<file path="src/hdl/hgs_pkg.sv">
// ---------------------------------------------------------------------------
// Hydrostatic geopotential scan package
// Shared widths, constants and status types for the scan datapath.
// ---------------------------------------------------------------------------
`default_nettype none

package hgs_pkg;

    localparam int DATA_W    = 32;                 // Q20.12 inputs, Q16.16 gas constant
    localparam int GEO_W     = 48;                 // Q32.16 geopotential
    localparam int RATIO_W   = 26;                 // Q2.24 ratio
    localparam int TERM_W    = GEO_W - 1;          // term is never negative
    localparam int DIV_CNT_W = $clog2(RATIO_W);

    localparam logic [RATIO_W-1:0] RATIO_MAX          = '1;
    localparam logic [DATA_W-1:0]  GAS_CONSTANT_RESET = 32'd18811453;

    localparam int S_TDATA_W = 144;
    localparam int M_TDATA_W = 48;

    typedef struct packed {
        logic busy;
        logic done;
    } unit_status_t;

endpackage

`default_nettype wire

</file>
<file path="src/hdl/hydrostatic_geopotential_scan_top.sv">
// ---------------------------------------------------------------------------
// Hydrostatic geopotential scan
// Integrates geopotential up a column, one level per beat, bottom first.
//
//   Channel  Dir  Handshake         Contents (low bit first)
//   s_       in   s_tvalid/tready   tdata: thickness, pressure, temp, surface
//                                   tuser: first_level
//   m_       out  m_tvalid/tready   tdata: level_geopotential; tuser: error
//   cfg_     in   cfg_we            cfg_wdata: gas_constant
//
// A level passes from accept to result through the radix-2 divider, the
// shared multiplier, then the sequencing and sums.
// A zero pressure skips both units; a saturated ratio skips the
// divider. s_tready is high only while the sequencer is idle.
// A result waits in the output register while the next beat is accepted;
// a stalled m_ side holds the sequencer only at its final step.
// Reset clears the accumulator and loads the default gas constant.
// ---------------------------------------------------------------------------
`default_nettype none

module hydrostatic_geopotential_scan_top
    import hgs_pkg::*;
(
    input  wire logic                 aclk,
    input  wire logic                 aresetn,
    // [31:0] layer_thickness, [63:32] level_pressure, [95:64] virtual_temp,
    // [143:96] surface_geopotential
    input  wire logic [S_TDATA_W-1:0] s_tdata,
    input  wire logic [0:0]           s_tuser,   // [0] first_level
    input  wire logic                 s_tvalid,
    output logic                      s_tready,
    output logic [M_TDATA_W-1:0]      m_tdata,   // [47:0] level_geopotential
    output logic [0:0]                m_tuser,   // [0] error
    output logic                      m_tvalid,
    input  wire logic                 m_tready,
    input  wire logic                 cfg_we,
    input  wire logic [DATA_W-1:0]    cfg_wdata
);

    typedef enum logic [2:0] {
        ST_IDLE,
        ST_DIV,
        ST_LAUNCH,
        ST_MUL,
        ST_SUM,
        ST_OUT
    } state_t;

    state_t state_reg;

    logic [DATA_W-1:0]       gc_reg;
    logic [DATA_W-1:0]       tv_reg;
    logic [RATIO_W-1:0]      ratio_reg;
    logic [TERM_W-1:0]       term_reg;
    logic signed [GEO_W-1:0] surface_reg;
    logic signed [GEO_W-1:0] acc_reg;
    logic signed [GEO_W:0]   part_reg;
    logic                    err_reg;
    logic                    p_zero_reg;
    logic [GEO_W-1:0]        m_data_reg;
    logic                    m_err_reg;
    logic                    m_valid_reg;

    logic [DATA_W-1:0] in_dp;
    logic [DATA_W-1:0] in_p;
    logic              accept;
    logic              in_p_zero;
    logic              in_ovf;
    logic              div_start;
    logic              term_start;

    unit_status_t       div_stat;
    unit_status_t       term_stat;
    logic [RATIO_W-1:0] div_quo;
    logic [TERM_W-1:0]  term_out;

    logic signed [GEO_W:0]   acc_sum;
    logic signed [GEO_W:0]   part_sum;
    logic signed [GEO_W+1:0] phi_sum;
    logic signed [GEO_W-1:0] acc_sat;
    logic signed [GEO_W-1:0] phi_sat;
    logic                    out_free;

    localparam logic signed [GEO_W-1:0] GEO_MAX = {1'b0, {(GEO_W-1){1'b1}}};
    localparam logic signed [GEO_W-1:0] GEO_MIN = {1'b1, {(GEO_W-1){1'b0}}};

    assign in_dp     = s_tdata[31:0];
    assign in_p      = s_tdata[63:32];
    assign s_tready  = (state_reg == ST_IDLE);
    assign accept    = s_tvalid && s_tready;
    assign in_p_zero = (in_p == '0);
    // ratio exceeds Q2.24 range exactly when thickness >= 4 * pressure
    assign in_ovf    = ({2'b00, in_dp} >= {in_p, 2'b00});
    assign div_start = accept && !in_p_zero && !in_ovf;
    assign term_start = (state_reg == ST_LAUNCH);

    hgs_div u_div (
        .aclk     (aclk),
        .aresetn  (aresetn),
        .start    (div_start),
        .dividend (in_dp),
        .divisor  (in_p),
        .stat     (div_stat),
        .quotient (div_quo)
    );

    hgs_term u_term (
        .aclk         (aclk),
        .aresetn      (aresetn),
        .start        (term_start),
        .gas_constant (gc_reg),
        .virtual_temp (tv_reg),
        .ratio        (ratio_reg),
        .stat         (term_stat),
        .term         (term_out)
    );

    assign acc_sum  = {acc_reg[GEO_W-1], acc_reg} + {2'b00, term_reg};
    assign part_sum = {surface_reg[GEO_W-1], surface_reg}
                    + {acc_reg[GEO_W-1], acc_reg};
    assign phi_sum  = {part_reg[GEO_W], part_reg} + {4'b0000, term_reg[TERM_W-1:1]};

    always_comb begin
        if (acc_sum[GEO_W] != acc_sum[GEO_W-1]) begin
            acc_sat = acc_sum[GEO_W] ? GEO_MIN : GEO_MAX;
        end else begin
            acc_sat = acc_sum[GEO_W-1:0];
        end
        if ((phi_sum[GEO_W+1] != phi_sum[GEO_W])
                || (phi_sum[GEO_W] != phi_sum[GEO_W-1])) begin
            phi_sat = phi_sum[GEO_W+1] ? GEO_MIN : GEO_MAX;
        end else begin
            phi_sat = phi_sum[GEO_W-1:0];
        end
    end

    assign out_free = !m_valid_reg || m_tready;

    always_ff @(posedge aclk) begin
        if (!aresetn) begin
            state_reg   <= ST_IDLE;
            gc_reg      <= GAS_CONSTANT_RESET;
            acc_reg     <= '0;
            m_valid_reg <= 1'b0;
        end else begin
            if (cfg_we) begin
                gc_reg <= cfg_wdata;
            end
            // the final step reloads the output register itself
            if (m_valid_reg && m_tready && (state_reg != ST_OUT)) begin
                m_valid_reg <= 1'b0;
            end
            case (state_reg)
                ST_IDLE: begin
                    if (accept) begin
                        tv_reg      <= s_tdata[95:64];
                        surface_reg <= s_tdata[143:96];
                        p_zero_reg  <= in_p_zero;
                        err_reg     <= in_p_zero || in_ovf;
                        ratio_reg   <= RATIO_MAX;
                        term_reg    <= '0;
                        if (s_tuser[0]) begin
                            acc_reg <= '0;
                        end
                        if (in_p_zero) begin
                            state_reg <= ST_SUM;
                        end else if (in_ovf) begin
                            state_reg <= ST_LAUNCH;
                        end else begin
                            state_reg <= ST_DIV;
                        end
                    end
                end
                ST_DIV: begin
                    if (div_stat.done) begin
                        ratio_reg <= div_quo;
                        state_reg <= ST_LAUNCH;
                    end
                end
                ST_LAUNCH: begin
                    state_reg <= ST_MUL;
                end
                ST_MUL: begin
                    if (term_stat.done) begin
                        term_reg  <= term_out;
                        state_reg <= ST_SUM;
                    end
                end
                ST_SUM: begin
                    // old accumulator feeds the level sum, then advance it
                    part_reg  <= part_sum;
                    acc_reg   <= acc_sat;
                    state_reg <= ST_OUT;
                end
                ST_OUT: begin
                    if (out_free) begin
                        m_data_reg  <= phi_sat;
                        m_err_reg   <= err_reg;
                        m_valid_reg <= 1'b1;
                        state_reg   <= ST_IDLE;
                    end
                end
                default: begin
                    state_reg <= ST_IDLE;
                end
            endcase
        end
    end

    assign m_tdata  = m_data_reg;
    assign m_tuser  = m_err_reg;
    assign m_tvalid = m_valid_reg;

    a_zero_p_term: assert property (@(posedge aclk) disable iff (!aresetn)
        (state_reg == ST_SUM) && p_zero_reg |-> (term_reg == '0) && err_reg)
        else $error("zero pressure level carries a nonzero term");

    a_div_in_div: assert property (@(posedge aclk) disable iff (!aresetn)
        div_stat.busy || div_stat.done |-> (state_reg == ST_DIV))
        else $error("divider active outside its sequencer step");

    a_term_in_mul: assert property (@(posedge aclk) disable iff (!aresetn)
        term_stat.busy || term_stat.done |-> (state_reg == ST_MUL))
        else $error("term unit active outside its sequencer step");

    a_one_level: assert property (@(posedge aclk) disable iff (!aresetn)
        accept |=> !s_tready)
        else $error("second beat accepted while a level is in work");

endmodule

`default_nettype wire

</file>
<file path="src/hdl/hgs_div.sv">
// ---------------------------------------------------------------------------
// Radix-2 ratio divider
// Restoring divider: one quotient bit per cycle of (dividend * 2^24) / divisor,
// for a quotient known to fit in the Q2.24 ratio.
// ---------------------------------------------------------------------------
`default_nettype none

module hgs_div
    import hgs_pkg::*;
(
    input  wire logic               aclk,
    input  wire logic               aresetn,
    input  wire logic               start,
    input  wire logic [DATA_W-1:0]  dividend,
    input  wire logic [DATA_W-1:0]  divisor,
    output unit_status_t            stat,
    output logic [RATIO_W-1:0]      quotient
);

    logic [DATA_W-1:0]    rem_reg;
    logic [DATA_W-1:0]    div_reg;
    logic [1:0]           low_reg;
    logic [RATIO_W-1:0]   quo_reg;
    logic [DIV_CNT_W-1:0] cnt_reg;
    logic                 busy_reg;
    logic                 done_reg;

    logic [DATA_W:0]   trial;
    logic [DATA_W+1:0] diff;

    // Shift in the next dividend bit; only the two low bits of the
    // thickness remain below the shifted ratio point, the rest are zero.
    assign trial = {rem_reg, low_reg[1]};
    assign diff  = {1'b0, trial} - {2'b00, div_reg};

    always_ff @(posedge aclk) begin
        if (!aresetn) begin
            busy_reg <= 1'b0;
            done_reg <= 1'b0;
            cnt_reg  <= '0;
        end else begin
            done_reg <= 1'b0;
            if (start) begin
                busy_reg <= 1'b1;
                cnt_reg  <= '0;
            end else if (busy_reg) begin
                if (cnt_reg == DIV_CNT_W'(RATIO_W - 1)) begin
                    busy_reg <= 1'b0;
                    done_reg <= 1'b1;
                end
                cnt_reg <= cnt_reg + 1'b1;
            end
        end
    end

    always_ff @(posedge aclk) begin
        if (start) begin
            // upper dividend bits give a partial remainder below the divisor
            rem_reg <= {2'b00, dividend[DATA_W-1:2]};
            low_reg <= dividend[1:0];
            div_reg <= divisor;
            quo_reg <= '0;
        end else if (busy_reg) begin
            if (!diff[DATA_W+1]) begin
                rem_reg <= diff[DATA_W-1:0];
                quo_reg <= {quo_reg[RATIO_W-2:0], 1'b1};
            end else begin
                rem_reg <= trial[DATA_W-1:0];
                quo_reg <= {quo_reg[RATIO_W-2:0], 1'b0};
            end
            low_reg <= {low_reg[0], 1'b0};
        end
    end

    assign stat.busy = busy_reg;
    assign stat.done = done_reg;
    assign quotient  = quo_reg;

endmodule

`default_nettype wire

</file>
<file path="src/hdl/hgs_term.sv">
// ---------------------------------------------------------------------------
// Layer term unit
// One shared 32x32 multiplier forms floor(R * T * ratio / 2^36) over
// three products, saturated to the positive Q32.16 range.
// ---------------------------------------------------------------------------
`default_nettype none

module hgs_term
    import hgs_pkg::*;
(
    input  wire logic               aclk,
    input  wire logic               aresetn,
    input  wire logic               start,
    input  wire logic [DATA_W-1:0]  gas_constant,
    input  wire logic [DATA_W-1:0]  virtual_temp,
    input  wire logic [RATIO_W-1:0] ratio,
    output unit_status_t            stat,
    output logic [TERM_W-1:0]       term
);

    localparam int PROD_W = 2 * DATA_W;
    localparam int PART_W = DATA_W + RATIO_W;

    logic [DATA_W-1:0]  gc_reg;
    logic [DATA_W-1:0]  tv_reg;
    logic [RATIO_W-1:0] ratio_reg;
    logic [DATA_W-1:0]  rt_hi_reg;
    logic [RATIO_W-1:0] lo_top_reg;
    logic [PROD_W-1:0]  prod_reg;
    logic [TERM_W-1:0]  term_reg;
    logic [1:0]         cnt_reg;
    logic               busy_reg;
    logic               done_reg;

    logic [DATA_W-1:0] mul_a;
    logic [DATA_W-1:0] mul_b;
    logic [PROD_W-1:0] mul_p;
    logic [PART_W:0]   upper;

    always_comb begin
        case (cnt_reg)
            2'd0: begin
                mul_a = gc_reg;
                mul_b = tv_reg;
            end
            2'd1: begin
                mul_a = prod_reg[DATA_W-1:0];
                mul_b = {{(DATA_W-RATIO_W){1'b0}}, ratio_reg};
            end
            default: begin
                mul_a = rt_hi_reg;
                mul_b = {{(DATA_W-RATIO_W){1'b0}}, ratio_reg};
            end
        endcase
    end

    assign mul_p = mul_a * mul_b;

    // high partial product plus the carry part of the low one; the low
    // 32 bits of the low product fall below the 2^36 scale point
    assign upper = {1'b0, prod_reg[PART_W-1:0]}
                 + {{(DATA_W+1){1'b0}}, lo_top_reg};

    always_ff @(posedge aclk) begin
        if (!aresetn) begin
            busy_reg <= 1'b0;
            done_reg <= 1'b0;
            cnt_reg  <= '0;
        end else begin
            done_reg <= 1'b0;
            if (start) begin
                busy_reg <= 1'b1;
                cnt_reg  <= '0;
            end else if (busy_reg) begin
                if (cnt_reg == 2'd3) begin
                    busy_reg <= 1'b0;
                    done_reg <= 1'b1;
                end
                cnt_reg <= cnt_reg + 1'b1;
            end
        end
    end

    always_ff @(posedge aclk) begin
        if (start) begin
            gc_reg    <= gas_constant;
            tv_reg    <= virtual_temp;
            ratio_reg <= ratio;
        end else if (busy_reg) begin
            case (cnt_reg)
                2'd0: prod_reg <= mul_p;
                2'd1: begin
                    rt_hi_reg <= prod_reg[PROD_W-1:DATA_W];
                    prod_reg  <= mul_p;
                end
                2'd2: begin
                    lo_top_reg <= prod_reg[PART_W-1:DATA_W];
                    prod_reg   <= mul_p;
                end
                default: begin
                    if (|upper[PART_W:TERM_W+4]) begin
                        term_reg <= '1;
                    end else begin
                        term_reg <= upper[TERM_W+3:4];
                    end
                end
            endcase
        end
    end

    assign stat.busy = busy_reg;
    assign stat.done = done_reg;
    assign term      = term_reg;

endmodule

`default_nettype wire
</file>
<file path="config.mk">
export PLATFORM = sky130hd
export DESIGN_NAME = hydrostatic_geopotential_scan_top
export DESIGN_NICKNAME = d
export VERILOG_FILES = /design/src/hdl/hgs_pkg.sv /design/src/hdl/hydrostatic_geopotential_scan_top.sv /design/src/hdl/hgs_div.sv /design/src/hdl/hgs_term.sv
export SDC_FILE = /design/constraint.sdc
export NUM_CORES = 2
export LEC_CHECK = 0
export ABC_CLOCK_PERIOD_IN_PS = 9000
export BUFFER_PORTS_ARGS = -buffer_cell sky130_fd_sc_hd__buf_2
export CORE_ASPECT_RATIO = 2
export CORE_UTILIZATION = 59
export CTS_CLUSTER_DIAMETER = 100
export CTS_CLUSTER_SIZE = 40
export DETAILED_ROUTE_END_ITERATION = 10
export HOLD_SLACK_MARGIN = 0.08
export PLACE_DENSITY = 0.79
export SYNTH_ARGS = -nofsm -noshare
export SYNTH_HDL_FRONTEND = slang
export SYNTH_SLANG_ARGS = --single-unit
</file>
<file path="constraint.sdc">
create_clock -name aclk -period 9 [get_ports aclk]
set_input_delay 0.9 -clock aclk [delete_from_list [all_inputs] [get_ports aclk]]
set_output_delay 0.9 -clock aclk [all_outputs]
set_load 0.03 [all_outputs]
</file>
# Yosys cells after proc, flatten, opt, wreduce, memory -nomap -nowiden
# Index checks and enable logic that the tools add are counted.
# word_totals
register_bits,698
out_inout_bits,51
elab_cells,136
# op_classes
n_addsub,7
mul,1
order_cmp,1
eq_ne,18
mux,39
n_bitwise,5
n_reduce_logical,35
# ops
op,count
48-bit two-way mux,6
48-bit by 48-bit adder with 49-bit output,2
48-bit case mux with 2 select lines,1
47-bit two-way mux,2
47-bit case mux with 2 select lines,1
32-bit by 32-bit multiplier with 64-bit output,1
32-bit two-way mux,2
32-bit case mux with 2 select lines,1
30-bit two-way mux,2
58-bit by 26-bit adder with 59-bit output,1
26-bit two-way mux,2
26-bit case mux with 2 select lines,1
49-bit by 47-bit adder with 50-bit output,1
32-bit by 34-bit greater-or-equal comparator with 1-bit output,1
33-bit by 32-bit subtractor with 34-bit output,1
32-bit logical NOT,1
3-bit AND reduction,7
3-bit case mux with 6 select lines,1
3-bit two-way mux,5
1-bit two-way mux,12
4-bit AND reduction,3
3-bit OR reduction,3
2-bit nonzero test,4
8-bit OR reduction,1
21 further kinds,44

# Depth between registers and ports, before layout
# depth
depth_word,5
depth_mapped,37
mapped_depth_nobuf,33

# Cells and area by module
# From an unflattened synthesis, not the netlist that was laid out.
# hier_totals
hier_cells,7092
area_unflattened_um2,69380.3
# by_module_without_submodules
module,n_inst,cells_each,area_per_inst_um2,seq_area_each_um2
hgs_term,1,4500,43280.3,7857.5
hydrostatic_geopotential_scan_top,1,2033,20443.4,9248.9
hgs_div,1,559,5656.7,2622.5

# Least setup slack after synthesis
# OpenSTA, ideal clock, no wires.
# synth_path
kind,register to register
startpoint,register u_term.cnt_reg[0]
endpoint,"register u_term.prod_reg[62], data pin"
setup_ns,0.262
arrival_time_ns,8.705
slack_ns,0.033
stages_incl_launch_ff,33
n_path_buf,4
synth_period_minus_slack_ns,8.967
cell_sequence,dfxtp_1 > inv_1 > ha_1 > clkbuf_1 > or2_2 > clkbuf_1 > buf_1 > o21ai_1 > clkbuf_1 > nor2_1 > fa_1 > fa_1 > inv_1 > fa_1 > inv_1 > fa_1 > inv_1 > fa_1 > fa_1 > fa_1 > fa_1 > inv_1 > ha_1 > a21o_1 > a21o_1 > a2111oi_0 > a21oi_1 > o21a_1 > a21o_1 > a311o_1 > a41oi_1 > o21bai_1 > xor2_1
# synth_via
elab_chain_len,3
# synth_lines
item,line,rtl
from (decl),hgs_term.sv:31,logic [1:0] cnt_reg;
from (signal assigned),hgs_term.sv:79,cnt_reg <= cnt_reg + 1'b1;
2-bit by 1-bit equality test with 1-bit output or 2-bit logical NOT (tied branches),hgs_term.sv:41,case (cnt_reg)
32-bit case mux with 2 select lines or 32-bit two-way mux (tied branches),hgs_term.sv:41,
32-bit by 32-bit multiplier with 64-bit output *,hgs_term.sv:57,assign mul_p = mul_a * mul_b;
named net u_term.mul_p[62],hgs_term.sv:37,logic [PROD_W-1:0] mul_p;
to (signal assigned),hgs_term.sv:91,2'd0: prod_reg <= mul_p;
to (signal assigned),hgs_term.sv:94,prod_reg <= mul_p;
to (signal assigned),hgs_term.sv:98,prod_reg <= mul_p;
to (decl),hgs_term.sv:29,logic [PROD_W-1:0] prod_reg;
# The timed path passes the listed nets; every way through them passes the cells marked *.
# A chain may end at the register's enable or synchronous reset.

# Final worst setup path
# Ends and elaborated chain as after synthesis.

==> results.yml <==
grt:
  gr-total-overflow: 0
  grt_antenna_before_repair: 24
  grt_max_degree: 72
  first_global_vias: 62772
  grt_pass1_wl_mm: 406.1
  track_usage_pct: 48.23
logic_synthesis:
  yosysSeqAreaShare_pct: 28.63
  netlist_area_um2: 68910
  yosysMostFrequentCell: "inv_1"
  syn_nets: 8590
  synthCells: 7010
  yosysWarningCount: 0
  synth_common_cells: "inv_1 (964), fa_1 (900), nor2_1 (806), nand2_1 (801), edfxtp_1 (575)"
  yosysUniqueCellTypes: 99
  yosysTopAreaCell: "fa_1"
  avgSynthCellArea_um2: 9.830
  yosys.area.top_type_share_pct: 26.15
  ys_ff_latch: 698
  async_reset_ff_share_pct: 0
  synth-edff-count: 575
  synthFlopType: "edfxtp_1"
  synthTopCellsByArea: "fa_1 (26%), edfxtp_1 (25%), ha_1 (9.0%), inv_1 (5.3%), nor2_1 (4.4%)"
sta:
  fmax_ghz: 0.1104
  slew_headroom_pct: 6.888
  drv_slew: 0
  hold_viol: 0
  post-route-period-util_pct: 100.6
  tightest_slew_ns: 1.389
  final.setup.worst_slack_ns: -0.05762
  rsz0062_at_grt: "true"
  layout_min_cycle_time_ns: 9.058
  setup_viol: 1
  hold_ws_ns: 0.2922
  clock_skew_ns: 0.07620
layout:
  final_cells: 9073
  largest_register_ffs: 64
  nNetsFinal: 9094
  n_fill_cell: 9255
  syn2layout_area_growth_pct: 13.18
  drive_gt1_share_pct: 14.54
  fin_area_um2: 77990
routing:
  wl_per_cell_um: 30.28
  met2_length_mm: 135.2
  drt-met1-wl_mm: 70.34
  drc: 0
  drt_iter0_drc: 5125
  dr.pass1.iters: 9
  vias_per_cell: 6.451
  vias: 58527
  top_layer_used: "met5"
  antenna_left: 0
  met3_length_mm: 23.77
  wl_mm: 274.8
placed_design:
  dp.cells: 8971
  port_buffers: 232
  pre_cts_ws_ns: -1.200
  dpl.hpwl_mm: 219.5
  placed_area_um2: 75850
  place_congestion: 1.100
floorplan:
  dieArea_um2: 118200
  die_w_um: 243.7
  die_h_um: 485.3
  core_um2: 116000
  io-pin-count: 233
  start_util_pct: 59.38
  rows: 177
clock_tree:
  cts_buffer_depth: 3
  postCtsHoldBufs: 0
  cts_sinks: 698
  path_clk_slew_ns: 0.15
  numCtsBuffers: 23
  clk_latency_ns: 0.76
  cts_max_level: 1
  cts_root_buf: "clkbuf_16"
  cts_tree: "built"
critical_path:
  cpPeakStageDelay_ns: 0.80
  worstPathRequired_ns: 9.52
  critPathSlowestCell: "fa_2"
  critical_path.max_fanout: 29
  crit_arrival_ns: 9.57
  crit_path_frequent_cell: "fa_1"
  path_delay_family: "adder cells"
  path_class: "register to register"
  cp.buffers_inverters: 10
  endpoint_kind: "register"
  cp-start-kind: "register"
run_status:
  outcome: "complete, but fails checks"
  violations: "setup timing"
job:
  max_cap_viol_count: 0
hold_path:
  hold_class: "input port to register"
==> area by class of cell <==
cell class | instances | area [um2] | area share [%]
Tap cell | 1521 | 1903 | 2.440
Timing Repair Buffer | 792 | 6736 | 8.638
Sequential cell | 698 | 19740 | 25.31
Multi-Input combinational cell | 5034 | 45170 | 57.92
Antenna cell | 21 | 52.55 | 0.06738
Clock buffer | 33 | 613.1 | 0.7862
Inverter | 965 | 3637 | 4.664
Clock inverter | 9 | 141.4 | 0.1813
==> worst reg2reg max path, delay by kind of cell (launching register included) <==
kind	cells	cell delay (ns)
adder cells (fa/ha/maj)	10	4.74
flip-flops	1	0.39
AND/OR/NAND/NOR	3	0.54
XOR/XNOR	1	0.15
buffers and inverters	10	1.38
AO/OA/AOI/OAI	9	1.61
==> repair_timing <==
item / in CTS / in global routing
buffers inserted: 1 / 38
endpoints found under the hold margin: 0 / 0
gates resized for setup: 66 / 206
gates cloned: 0 / 2
setup endpoints to repair: 33 / 34
pin swaps: 3 / 54
==> kinds of logic after synthesis <==
group                    Yosys count  share of synthesized area (%)
AND/OR/NAND/NOR                 2091                          13.08
flip-flops                       698                          28.63
adder cells (fa/ha/maj)         1398                          35.19
XOR/XNOR                         247                          3.139
buffers and inverters           1278                          7.120
multiplexers                     121                          1.805
AO/OA/AOI/OAI                   1177                          11.04
==> cells in the final DEF (no fill, tap or decap), types with 25 or more instances in the layout <==
master	n
o21ai_1	43
inv_1	949
fa_2	51
dfxtp_1	120
o21ai_0	181
nand2b_1	25
and2_1	72
nand2_1	798
nand3_1	78
mux2i_1	81
nor2b_1	66
clkbuf_16	27
ha_1	484
nor2_1	788
xnor2_1	143
o21bai_1	39
fa_1	849
buf_12	94
a21o_1	143
buf_4	427
and3_1	33
xor2_1	104
or3_1	38
o21ai_2	25
a31oi_1	33
o31ai_1	37
nor3_1	43
edfxtp_1	575
buf_2	233
a211oi_1	33
a21oi_1	352
buf_6	34
nand4_1	51
o21a_1	62
==> metrics by stage <==
stage / TNS [ns] / util, %
floorplan: 0 / -
global placement: -12.13 / 65.37
detailed placement: -15.67 / 65.37
CTS: 0 / 66.18
global route: -1.593 / 67.18
finish: -0.05762 / 67.20
==> per-layer routing <==
layer / vias up / track usage [%]
met5: - / 0.1657
met4: 6 / 58.22
met3: 2176 / 15.08
met2: 3788 / 81.57
met1: 28417 / 40.55
li1: 24140 / -
==> final timing paths <==
path                      from                  end  slack [ns]  cells past startpoint
max          u_term.cnt_reg[0]  u_term.prod_reg[62]       -0.06                     33
min                s_tdata[95]           tv_reg[31]        0.29                      1
max reg2reg  u_term.cnt_reg[0]  u_term.prod_reg[62]       -0.06                     33
min reg2reg       ratio_reg[2]  u_term.ratio_reg[2]        0.39                      0
Power is left out: the tool's default activity adds up to more than one toggle a clock period on the data nets, which glitch-free logic cannot reach.
